`src/rtl/core/assert_macros.svh`:
```
// Assertion macros shared by the allocator RTL.
// Depends on nothing; the including module must have clk and rst_n in scope.
`ifndef ASSERT_MACROS_SVH
`define ASSERT_MACROS_SVH
`ifndef ASSERT_OFF
// checked while out of reset
`define AST_SYNC(label, prop, msg) \
  label: assert property (@(posedge clk) disable iff (!rst_n) prop) else $error(msg);
// checked on every edge, reset included
`define AST_ALWAYS(label, prop, msg) \
  label: assert property (@(posedge clk) prop) else $error(msg);
`else
`define AST_SYNC(label, prop, msg)
`define AST_ALWAYS(label, prop, msg)
`endif
`endif

```
`src/rtl/core/fpba_pkg.sv`:
```
// Shared types and codes for the fit-policy block allocator.
// No dependencies; used by fpba_scan and the allocator top level.
package fpba_pkg;

  // command codes
  localparam logic CMD_LOAD  = 1'b0;
  localparam logic CMD_ALLOC = 1'b1;

  // placement policy codes (the unused code behaves as first fit)
  localparam logic [1:0] POL_FIRST = 2'd0;
  localparam logic [1:0] POL_BEST  = 2'd1;
  localparam logic [1:0] POL_WORST = 2'd2;

  // input word
  typedef struct packed {
    logic        command;
    logic [2:0]  block_index;
    logic [15:0] size_value;
  } in_word_t;

  // result word
  typedef struct packed {
    logic        granted;
    logic [2:0]  chosen_block;
    logic [15:0] remaining_size;
  } out_word_t;

  // control from the sequencer to the compare unit
  typedef struct packed {
    logic       clear;
    logic       en;
    logic [1:0] policy;
  } scan_ctl_t;

endpackage

```
`src/rtl/core/fpba_table.sv`:
```
// Free-size table: one write port, one registered read port, per-entry valid bits.
// Entries never written read as zero. Depends on nothing outside this file.
module fpba_table #(
  parameter int NUM_BLOCKS = 8,
  parameter int SIZE_WIDTH = 16,
  parameter int AW         = (NUM_BLOCKS > 1) ? $clog2(NUM_BLOCKS) : 1
) (
  input  logic                  clk,
  input  logic                  rst_n,
  input  logic                  wr_en,
  input  logic [AW-1:0]         wr_addr,
  input  logic [SIZE_WIDTH-1:0] wr_data,
  input  logic                  rd_en,
  input  logic [AW-1:0]         rd_addr,
  output logic [SIZE_WIDTH-1:0] rd_data
);

  logic [SIZE_WIDTH-1:0] mem [NUM_BLOCKS];
  logic [NUM_BLOCKS-1:0] valid_r;
  logic [SIZE_WIDTH-1:0] mem_q_r;
  logic                  rd_valid_r;

  // storage array, read data registered
  always_ff @(posedge clk) begin
    if (wr_en) begin
      mem[wr_addr] <= wr_data;
    end
    if (rd_en) begin
      mem_q_r <= mem[rd_addr];
    end
  end

  // valid bits stand in for the reset clear of the table
  always_ff @(posedge clk) begin
    if (!rst_n) begin
      valid_r    <= '0;
      rd_valid_r <= 1'b0;
    end else begin
      if (wr_en) begin
        valid_r[wr_addr] <= 1'b1;
      end
      if (rd_en) begin
        rd_valid_r <= valid_r[rd_addr];
      end
    end
  end

  assign rd_data = rd_valid_r ? mem_q_r : '0;

endmodule

```
`src/rtl/core/fpba_scan.sv`:
```
// Compare unit: looks at one table entry per cycle while enabled and keeps the pick so far.
// Depends on fpba_pkg (policy codes, control struct).
module fpba_scan #(
  parameter int SIZE_WIDTH = 16,
  parameter int AW         = 3
) (
  input  logic                  clk,
  input  logic                  rst_n,
  input  fpba_pkg::scan_ctl_t   ctl,
  input  logic [AW-1:0]         entry_idx,
  input  logic [SIZE_WIDTH-1:0] entry_size,
  input  logic [SIZE_WIDTH-1:0] req_size,
  output logic                  found,
  output logic [AW-1:0]         pick,
  output logic [SIZE_WIDTH-1:0] best_size
);

  logic                  found_r, found_nxt;
  logic [AW-1:0]         pick_r, pick_nxt;
  logic [SIZE_WIDTH-1:0] best_r, best_nxt;
  logic                  fits;
  logic                  take;

  // one fit compare and one ranking compare per entry
  always_comb begin
    fits = (entry_size >= req_size);
    take = 1'b0;
    if (fits) begin
      if (!found_r) begin
        take = 1'b1;
      end else begin
        case (ctl.policy)
          fpba_pkg::POL_BEST:  take = (best_r >= entry_size); // tie: later index
          fpba_pkg::POL_WORST: take = (best_r < entry_size);  // tie: earlier index
          default:             take = 1'b0;                   // first fit keeps it
        endcase
      end
    end
  end

  always_comb begin
    found_nxt = found_r;
    pick_nxt  = pick_r;
    best_nxt  = best_r;
    if (ctl.clear) begin
      found_nxt = 1'b0;
    end else if (ctl.en && take) begin
      found_nxt = 1'b1;
      pick_nxt  = entry_idx;
      best_nxt  = entry_size;
    end
  end

  always_ff @(posedge clk) begin
    if (!rst_n) begin
      found_r <= 1'b0;
    end else begin
      found_r <= found_nxt;
    end
    pick_r <= pick_nxt;
    best_r <= best_nxt;
  end

  assign found     = found_r;
  assign pick      = pick_r;
  assign best_size = best_r;

endmodule

```
`src/rtl/core/fit_policy_block_allocator_top.sv`:
```
// Top level of the fit-policy block allocator: sequencer, policy register, result port.
// Depends on fpba_pkg, fpba_table, fpba_scan and assert_macros.svh.
//
//   channel  ports                       direction  transfer
//   input    start, busy, in_data        in         start && !busy
//   result   out_strobe, out_data        out        out_strobe, one cycle
//   config   cfg_we, cfg_wdata           in         cfg_we
//
// A load word keeps busy high in the load state; its result strobes the cycle after.
// An allocate word keeps busy high through the scan, drain and commit states: the
// table is read one entry per cycle through its single registered read port in
// scan, drain finishes the compare, and commit writes back the reduced size.
// rst_n is synchronous; it clears the table valid bits at once, no clearing pass.
// The receiver cannot stall; each result is shown for exactly one cycle.
module fit_policy_block_allocator_top #(
  parameter int NUM_BLOCKS = 8,
  parameter int SIZE_WIDTH = 16
) (
  input  logic                clk,
  input  logic                rst_n,
  input  logic                start,
  output logic                busy,
  input  fpba_pkg::in_word_t  in_data,
  output logic                out_strobe,
  output fpba_pkg::out_word_t out_data,
  input  logic                cfg_we,
  input  logic [1:0]          cfg_wdata
);

  localparam int AW = (NUM_BLOCKS > 1) ? $clog2(NUM_BLOCKS) : 1;

  localparam logic [2:0] ST_IDLE   = 3'd0;
  localparam logic [2:0] ST_LOAD   = 3'd1;
  localparam logic [2:0] ST_SCAN   = 3'd2;
  localparam logic [2:0] ST_DRAIN  = 3'd3;
  localparam logic [2:0] ST_COMMIT = 3'd4;

  logic [2:0]            state_r, state_nxt;
  logic [1:0]            policy_r;
  logic [2:0]            idx_r, idx_nxt;
  logic [SIZE_WIDTH-1:0] size_r, size_nxt;
  logic [AW-1:0]         addr_r, addr_nxt;
  logic                  rd_en_r;
  logic [AW-1:0]         rd_idx_r;
  logic                  out_strobe_r, out_strobe_nxt;
  fpba_pkg::out_word_t   out_data_r, out_data_nxt;

  logic                  accept;
  logic [31:0]           in_size_ext;
  logic [31:0]           idx_ext;
  logic                  load_in_range;
  logic                  tbl_wr_en;
  logic [AW-1:0]         tbl_wr_addr;
  logic [SIZE_WIDTH-1:0] tbl_wr_data;
  logic                  tbl_rd_en;
  logic [SIZE_WIDTH-1:0] tbl_rd_data;
  fpba_pkg::scan_ctl_t   scan_ctl;
  logic                  scan_found;
  logic [AW-1:0]         scan_pick;
  logic [SIZE_WIDTH-1:0] scan_best;
  logic [SIZE_WIDTH-1:0] remain;
  logic [31:0]           remain_ext;
  logic [31:0]           pick_ext;
  logic [31:0]           load_ext;

  assign accept        = start && !busy;
  assign in_size_ext   = 32'(in_data.size_value);
  assign idx_ext       = 32'(idx_r);
  assign load_in_range = (idx_ext < 32'(NUM_BLOCKS));
  assign remain        = scan_best - size_r;
  assign remain_ext    = 32'(remain);
  assign pick_ext      = 32'(scan_pick);
  assign load_ext      = 32'(size_r);

  // policy register
  always_ff @(posedge clk) begin
    if (!rst_n) begin
      policy_r <= fpba_pkg::POL_FIRST;
    end else if (cfg_we) begin
      policy_r <= cfg_wdata;
    end
  end

  // sequencer
  always_comb begin
    state_nxt      = state_r;
    idx_nxt        = idx_r;
    size_nxt       = size_r;
    addr_nxt       = addr_r;
    out_strobe_nxt = 1'b0;
    out_data_nxt   = out_data_r;
    case (state_r)
      ST_IDLE: begin
        if (accept) begin
          idx_nxt   = in_data.block_index;
          size_nxt  = in_size_ext[SIZE_WIDTH-1:0];
          addr_nxt  = '0;
          state_nxt = (in_data.command == fpba_pkg::CMD_LOAD) ? ST_LOAD : ST_SCAN;
        end
      end
      ST_LOAD: begin
        out_strobe_nxt              = 1'b1;
        out_data_nxt.granted        = 1'b0;
        out_data_nxt.chosen_block   = idx_r;
        out_data_nxt.remaining_size = load_in_range ? load_ext[15:0] : '0;
        state_nxt                   = ST_IDLE;
      end
      ST_SCAN: begin
        if (addr_r == AW'(NUM_BLOCKS - 1)) begin
          state_nxt = ST_DRAIN;
        end else begin
          addr_nxt = addr_r + AW'(1);
        end
      end
      ST_DRAIN: begin
        state_nxt = ST_COMMIT;
      end
      ST_COMMIT: begin
        out_strobe_nxt = 1'b1;
        if (scan_found) begin
          out_data_nxt.granted        = 1'b1;
          out_data_nxt.chosen_block   = pick_ext[2:0];
          out_data_nxt.remaining_size = remain_ext[15:0];
        end else begin
          out_data_nxt = '0;
        end
        state_nxt = ST_IDLE;
      end
      default: begin
        state_nxt = ST_IDLE;
      end
    endcase
  end

  always_ff @(posedge clk) begin
    if (!rst_n) begin
      state_r      <= ST_IDLE;
      rd_en_r      <= 1'b0;
      out_strobe_r <= 1'b0;
    end else begin
      state_r      <= state_nxt;
      rd_en_r      <= tbl_rd_en;
      out_strobe_r <= out_strobe_nxt;
    end
    idx_r      <= idx_nxt;
    size_r     <= size_nxt;
    addr_r     <= addr_nxt;
    rd_idx_r   <= addr_r;
    out_data_r <= out_data_nxt;
  end

  // table access
  assign tbl_rd_en   = (state_r == ST_SCAN);
  assign tbl_wr_en   = ((state_r == ST_LOAD) && load_in_range) ||
                       ((state_r == ST_COMMIT) && scan_found);
  assign tbl_wr_addr = (state_r == ST_LOAD) ? idx_ext[AW-1:0] : scan_pick;
  assign tbl_wr_data = (state_r == ST_LOAD) ? size_r : remain;

  fpba_table #(
    .NUM_BLOCKS (NUM_BLOCKS),
    .SIZE_WIDTH (SIZE_WIDTH),
    .AW         (AW)
  ) u_table (
    .clk     (clk),
    .rst_n   (rst_n),
    .wr_en   (tbl_wr_en),
    .wr_addr (tbl_wr_addr),
    .wr_data (tbl_wr_data),
    .rd_en   (tbl_rd_en),
    .rd_addr (addr_r),
    .rd_data (tbl_rd_data)
  );

  // compare unit fed one entry per cycle during a scan
  always_comb begin
    scan_ctl.clear  = accept;
    scan_ctl.en     = rd_en_r;
    scan_ctl.policy = policy_r;
  end

  fpba_scan #(
    .SIZE_WIDTH (SIZE_WIDTH),
    .AW         (AW)
  ) u_scan (
    .clk        (clk),
    .rst_n      (rst_n),
    .ctl        (scan_ctl),
    .entry_idx  (rd_idx_r),
    .entry_size (tbl_rd_data),
    .req_size   (size_r),
    .found      (scan_found),
    .pick       (scan_pick),
    .best_size  (scan_best)
  );

  assign busy       = (state_r != ST_IDLE);
  assign out_strobe = out_strobe_r;
  assign out_data   = out_data_r;

  // checks
`include "assert_macros.svh"

  `AST_SYNC(a_accept_busy, (start && !busy) |=> busy, "accepted word did not raise busy")
  `AST_SYNC(a_strobe_idle, out_strobe |-> !busy, "result strobed while still busy")
  `AST_SYNC(a_commit_out, (state_r == ST_COMMIT) |=> out_strobe, "allocate gave no result")
  `AST_SYNC(a_no_grant_zero, (out_strobe && !out_data.granted && $past(state_r == ST_COMMIT)) |-> (out_data.remaining_size == '0), "failed allocate reported a size")

endmodule
```
`config.mk`:
```
export PLATFORM = sky130hd
export DESIGN_NAME = fit_policy_block_allocator_top
export DESIGN_NICKNAME = d
export VERILOG_FILES = /design/src/rtl/core/fpba_pkg.sv /design/src/rtl/core/fpba_table.sv /design/src/rtl/core/fpba_scan.sv /design/src/rtl/core/fit_policy_block_allocator_top.sv
export VERILOG_INCLUDE_DIRS = /design/src /design/src/rtl/core
export SDC_FILE = /design/constraint.sdc
export NUM_CORES = 1
export LEC_CHECK = 0
export ABC_AREA = 1
export BUFFER_PORTS_ARGS = -buffer_cell sky130_fd_sc_hd__buf_2
export CAP_MARGIN = 20
export CORE_MARGIN = 4
export CORE_UTILIZATION = 59
export CTS_BUF_LIST = sky130_fd_sc_hd__clkbuf_4 sky130_fd_sc_hd__clkbuf_8
export DETAILED_ROUTE_END_ITERATION = 7
export PLACE_DENSITY_LB_ADDON = 0.15
export SYNTH_ARGS = -nofsm -noshare
export SYNTH_HDL_FRONTEND = slang
export SYNTH_SLANG_ARGS = --single-unit
```
`constraint.sdc`:
```
create_clock -name clk -period 6 [get_ports clk]
set_input_delay 0.3 -clock clk [delete_from_list [all_inputs] [get_ports clk]]
set_output_delay 0.3 -clock clk [all_outputs]
set_load 0.02 [all_outputs]
```
==> results of run 1 <==
-- synthesized netlist by cell type (all sizes together), types with 3 or more instances --
cell type / instances / area share [%]
a31oi: 16 / 0.99
ha: 51 / 6.3
nand3b: 4 / 0.30
nand3: 31 / 1.6
xnor2: 3 / 0.26
buf: 10 / 0.54
a21oi: 39 / 1.9
xor2: 6 / 0.52
nor2: 172 / 6.8
nand2: 111 / 4.2
o21ai: 117 / 5.9
clkbuf: 24 / 0.89
o22ai: 17 / 1.0
inv: 81 / 3.0
edfxtp: 205 / 61
dfxtp: 20 / 3.9
nor3: 6 / 0.34
-- worst min-delay path by stage --
stage                     start  depth (start not counted)              to  slack [ps]
floorplan             addr_r[1]                          0     rd_idx_r[1]         370
global placement    rd_idx_r[0]                          0  u_scan.pick[0]         390
detailed placement  rd_idx_r[0]                          0  u_scan.pick[0]         390
CTS                       rst_n                          3    u_scan.found          20
global route              rst_n                          3    u_scan.found          50
finish                    rst_n                          3    u_scan.found          50
-- logic make-up after synthesis --
| logic type | count (synthesis) | share of synthesized area, % |
|---|---|---|
| xor gates and xnor gates | 9 | 0.776 |
| buffers and inverters | 115 | 4.42 |
| DFF | 225 | 64.6 |
| adders and majority gates | 52 | 6.48 |
| AOI/OAI and AO/OA | 197 | 10.4 |
| and+or+nand+nor | 326 | 13.3 |
-- critical path, delay by kind of cell (launching register included) --
kind / cells / cell delay [ps]
buffers and inverters: 1 / 300
AND/OR/NAND/NOR: 11 / 1450
flip-flops: 1 / 670
adder cells (fa/ha/maj): 1 / 350
-- sequential cells by signal (all words and copies together) (netlist names), 8 cells and up --
register	flops
size_r	16
u_scan.best_size	16
u_table.valid_r	8
out_data	20
u_table.mem_q_r	16
u_table.mem	128
-- per-layer routing --
metal / track usage, % / vias to the layer above / wire length (um)
li1: - / 3407 / -
met1: 32.1 / 3260 / 9510
met2: 35.7 / 276 / 10300
met3: 3.79 / 45 / 1720
met4: 7.83 / 0 / 496
met5: 0 / - / 0
-- area by class of cell --
cell class,count,area (um2),share of cell area (%)
Clock buffer,56,664,5.77
Tap cell,220,275,2.39
Timing Repair Buffer,71,483,4.19
Multi-Input combinational cell,584,3150,27.3
Inverter,81,304,2.64
Clock inverter,12,86.3,0.749
Sequential cell,225,6560,56.9
-- power groups by stage --
stage / clock network (mW) / logic [mW] / registers (mW)
after floorplan: 0 / 1.08 / 2.27
after global placement: 0 / 1.55 / 2.26
after detailed placement: 0 / 1.59 / 2.26
after CTS: 1.37 / 1.60 / 2.23
after global routing: 1.45 / 1.82 / 2.25
final: 1.35 / 1.63 / 2.23
-- cells in the final DEF, fill, tap and decap left out, drive strengths merged, types with 2 or more instances in the layout --
cell type / netlist / layout
ha: 51 / 51
a21o: 2 / 2
clkbuf: 24 / 56
nand2: 111 / 111
o211ai: 2 / 2
nand3: 31 / 31
a21oi: 39 / 39
buf: 10 / 52
inv: 81 / 83
nand4: 2 / 2
nor2: 172 / 172
xor2: 6 / 6
dlygate4sd3: 0 / 19
o31ai: 2 / 2
a31oi: 16 / 16
nor3: 6 / 6
dfxtp: 20 / 20
clkinv: 0 / 9
o22ai: 17 / 17
xnor2: 3 / 3
nand3b: 4 / 4
edfxtp: 205 / 205
o21ai: 117 / 117
==> reports/qor.yml, run 1 <==
endpoint: "u_scan.best_size[12]"
die-area_um2: 19400
detail-route-antenna-nets: 0
cpMaxStageDelayCell: "sky130_fd_sc_hd__dfxtp_1"
final-instance-count-excl-fill: 1249
regToRegStartpoint: "u_table.rd_valid_r"
post-layout-total-power_mw: 5.21
cts_setup_buffers: 0
drv_cap: 0
cts_tree: "built"
final.fill_count: 1266
synth.yosys.seq_area_share_pct: 64.6
post_synth_instance_area_um2: 10200
area_growth_pct: 13.4
placementRows: 47
ys_types: 35
antenna_found_initial: 0
critPathKind: "flop to flop"
reg2reg_to: "u_scan.best_size[12]"
hold_class: "input port to flop"
layout_skew_ps: 23.3
clk_pin_slew_ps: 50
synth_enable_flop_cells: 205
postPlaceCellArea_um2: 10600
finalCritPeriodShare_pct: 51.5
dp.final_hpwl_mm: 14.6
internal_power_mw: 3.36
detail_route.drc_violations: 0
layout-drive-gt1-share_pct: 14.4
port_buffers: 47
nNetsFinal: 1079
worst_slack_ps: 2910
power.combinational.fraction_pct: 31.3
vias_per_cell: 5.59
rsz0062_at_grt: "no"
cts-htree-levels: 2
floorplan.io_pins: 48
synthesized_flop_and_latch_total: 225
outcome: "completed"
avgRoutedWirePerCell_um: 17.6
first_global_vias: 6783
power.sequential.fraction_pct: 42.8
power_density_relative_to_cell_area_nw_per_um2: 452
cts_hold_buffers: 19
setup_violations: 0
gr-total-overflow: 0
worst_path_most_repeated_cell: "sky130_fd_sc_hd__nand2_1"
die-width_um: 139
crit_fanout: 17
gp_congestion: 0.921
switching_share_of_power_pct: 35.5
antenna_cells_inserted: 0
cts_num_sinks: 225
r2r.worst_path.cells: 13
timing.final.hold_violations: 0
design_area_um2: 11500
initialDrtViolationCount: 611
power.static_leakage_nw: 4.55
worst_ep_arrival_time_ps: 3300
timing.final.crit_period_ps: 3090
hold_ws_ps: 48.9
yosys_most_used_dff: "sky130_fd_sc_hd__edfxtp_1"
synth-warning-count: 0
critical-path-max-stage-delay_ps: 670
relSlewSlack_pct: 28.6
postRouteWirelength_mm: 22.0
startpoint_kind_of_the_worst_setup_timing_path: "flop"
floorplan.initialDensity_pct: 60.8
worst_pin_slew_ps: 1070
numCtsBuffers: 38
grt_max_degree: 73
detailedRoute.firstPassIterationCount: 5
crit_chain: "nand2_1 -> ha_1 -> nand2_1 -> nor3_1 -> nand3_1 -> nand3_1 -> nand2_1 -> nand2_1 -> nand2_1 -> nand2_1 -> nand2_1 -> nor2_1 -> buf_4"
grt_first_pass_wirelength_mm: 34.7
postSynthCellCount: 924
synth_area_per_cell_um2: 11.0
placed_cells_incl_taps: 1161
synth_nets: 1002
final-max-slew-violation-count: 0
core_area_um2: 16700
max_clock_freq_ghz: 0.324
endpoint_kind: "flop"
chipHeight_um: 139
crit_start: "u_table.rd_valid_r"
final_core_utilization_pct: 69.0
setup-tns-final_ps: 0
vdd_drop_max_uv: 334
clockBufferDepth: 3
synth-async-reset-ratio_pct: 0
via_count: 6988
cts_resized: 0
net-switching-power_mw: 1.85
ctsRootBufferMaster: "sky130_fd_sc_hd__clkbuf_8"
rrSetupSlack_ps: 2910
preCtsSetupSlack_ps: 2880
worst_skew_pair.late_latency_ps: 530
pwr-share-clk_pct: 25.8
worstPathRequired_ps: 6210
global_route.usage.total_pct: 22.6
No activity file was read; power rests on OpenSTA's default activity.
==> inputs of run 2 (changes only) <==
clock period = 2.9 ns   (was 6 ns; I/O delays follow)
==> run 2 against run 1 <==
Total power up 110%. Die area unchanged. First-iteration DRC count down 24%. Largest cell class unchanged. Largest power group unchanged. Critical path depth down 4. Non-clock buffer count up 25. Combinational power up 110%. Final area up 1.7%.
==> reports/qor.yml, run 2 (synthesis gave the netlist of run 1 again) <==
worst_ep_arrival_time_ps: 2810
power.static_leakage_nw: 4.66
detailedRoute.firstPassIterationCount: 5
cts_num_sinks: 225
avgRoutedWirePerCell_um: 18.0
power_density_relative_to_cell_area_nw_per_um2: 922
critical-path-max-stage-delay_ps: 400
numCtsBuffers: 38
area_growth_pct: 15.4
detail_route_met3_wl_mm: 1.37
gr-total-overflow: 0
layout-drive-gt1-share_pct: 15.5
reg2reg_to: "u_table.mem[3][13]"
net-switching-power_mw: 3.76
layout_skew_ps: 14.9
postRouteWirelength_mm: 22.9
outcome: "completed"
final_core_utilization_pct: 70.2
clk_pin_slew_ps: 60
grt_first_pass_wirelength_mm: 36.3
vdd_drop_max_uv: 510
detail-route-antenna-nets: 0
relSlewSlack_pct: 39.4
regToRegStartpoint: "size_r[8]"
internal_power_mw: 7.05
floorplan.io_pins: 48
wire_length_on_met2_mm: 10.9
die-width_um: 139
hold_class: "input port to flop"
setup-tns-final_ps: 0
wl_met1_mm: 10.1
first_global_vias: 6846
worst_skew_pair.late_latency_ps: 530
clockBufferDepth: 3
power.sequential.fraction_pct: 42.7
finalCritPeriodShare_pct: 89.4
cts_tree: "built"
worst_hold_startpoint: "in_data[17]"
max_clock_freq_ghz: 0.386
antenna_cells_inserted: 0
rsz0062_at_grt: "no"
floorplan.initialDensity_pct: 60.8
core_area_um2: 16700
worst_pin_slew_ps: 908
placementRows: 47
rrSetupSlack_ps: 310
critPathKind: "flop to flop"
chipHeight_um: 139
worstPathRequired_ps: 3120
max_flop_register: "u_table.mem"
endpoint_kind: "flop"
switching_share_of_power_pct: 34.8
dr.max_layer_used: "met4"
vias_per_cell: 5.52
crit_buf_inv: 1
dp.final_hpwl_mm: 15.1
cts-htree-levels: 2
global_route.usage.total_pct: 23.8
final-max-slew-violation-count: 0
r2r.worst_path.cells: 9
crit_fanout: 8
timing.final.hold_violations: 0
critical-path-top-delay-family: "compound AO/OA/AOI/OAI gates"
worst_hold_path.endpoint: "idx_r[1]"
via_count: 7008
port_buffers: 47
crit_chain: "inv_1 -> ha_1 -> a21oi_1 -> o21ai_0 -> a21oi_1 -> nand2_1 -> nand2_1 -> nand3_1 -> o21ai_1"
setup_violations: 0
cpMaxStageDelayCell: "sky130_fd_sc_hd__o21ai_1"
pwr-share-clk_pct: 25.8
mostFrequentLayoutCell: "sky130_fd_sc_hd__edfxtp_1"
antenna_found_initial: 0
nNetsFinal: 1104
largest_reg_flops: 128
timing.final.crit_period_ps: 2590
startpoint_kind_of_the_worst_setup_timing_path: "flop"
layout.cells.most_common_list: "sky130_fd_sc_hd__edfxtp_1, sky130_fd_sc_hd__nor2_1, sky130_fd_sc_hd__nand2_1"
detail_route.drc_violations: 0
holdPathStages: 2
drv_cap: 0
power.combinational.fraction_pct: 31.5
die-area_um2: 19400
gp_congestion: 0.945
ctsRootBufferMaster: "sky130_fd_sc_hd__clkbuf_8"
initialDrtViolationCount: 462
grt_max_degree: 72
[run 2: metal layers]
metal,GRT usage (%),up-vias
li1,-,3449
met1,32.6,3285
met2,39.3,232
met3,3.90,42
met4,8.14,0
met5,0,-
[run 2: worst max-delay path by stage]
stage	start	to	slack, ps	cells after the start
final	size_r[8]	u_table.mem[3][13]	310	9
after detailed placement	u_table.rd_valid_r	u_scan.best_size[6]	220	12
after floorplan	u_table.rd_valid_r	u_scan.best_size[0]	130	14
after CTS	u_table.rd_valid_r	u_scan.best_size[4]	190	12
after global routing	size_r[2]	u_table.mem[6][15]	90	11
after global placement	u_table.rd_valid_r	u_scan.best_size[5]	270	12
[run 2: worst reg2reg max path, cell delays in order, from the launching register on]
cell and delay (ps):
sky130_fd_sc_hd__edfxtp_1 370, sky130_fd_sc_hd__inv_1 160, sky130_fd_sc_hd__ha_1 320, sky130_fd_sc_hd__a21oi_1 330, sky130_fd_sc_hd__o21ai_0 240, sky130_fd_sc_hd__a21oi_1 250
sky130_fd_sc_hd__nand2_1 80, sky130_fd_sc_hd__nand2_1 80, sky130_fd_sc_hd__nand3_1 70, sky130_fd_sc_hd__o21ai_1 400
[run 2: power by group through the flow]
| stage | logic (mW) | registers (mW) | clock network (mW) |
|---|---|---|---|
| after global placement | 3.29 | 4.67 | 0 |
| after global routing | 3.83 | 4.66 | 3.00 |
| after CTS | 3.39 | 4.61 | 2.83 |
| final | 3.40 | 4.61 | 2.78 |
| after floorplan | 2.24 | 4.71 | 0 |
| after detailed placement | 3.34 | 4.68 | 0 |
[run 2: layout make-up]
type / count / area, um2
Multi-Input combinational cell: 584 / 3150
Tap cell: 220 / 275
Sequential cell: 225 / 6560
Clock buffer: 52 / 634
Timing Repair Buffer: 96 / 683
Clock inverter: 11 / 110
Inverter: 81 / 304
Fill cell: 1239 / 4980
[run 2: per-stage QoR]
stage	std cells	total power [mW]	setup slack (ps)	hold WS, ps	instance area, um2
2_1_floorplan	924	6.95	135	244	10200
3_5_place_dp	1179	8.02	222	323	10700
5_1_grt	1269	11.5	88.4	320	11700
4_1_cts	1269	10.8	192	306	11700
3_3_place_gp	1179	7.96	274	322	10700
6_report	1269	10.8	309	329	11700
[run 2: timing repair]
item                       CTS  global route
hold endpoints to repair    24             0
setup buffers                0             0
setup endpoints to repair    0            19
hold buffers                27             0
gates resized for setup      0             1
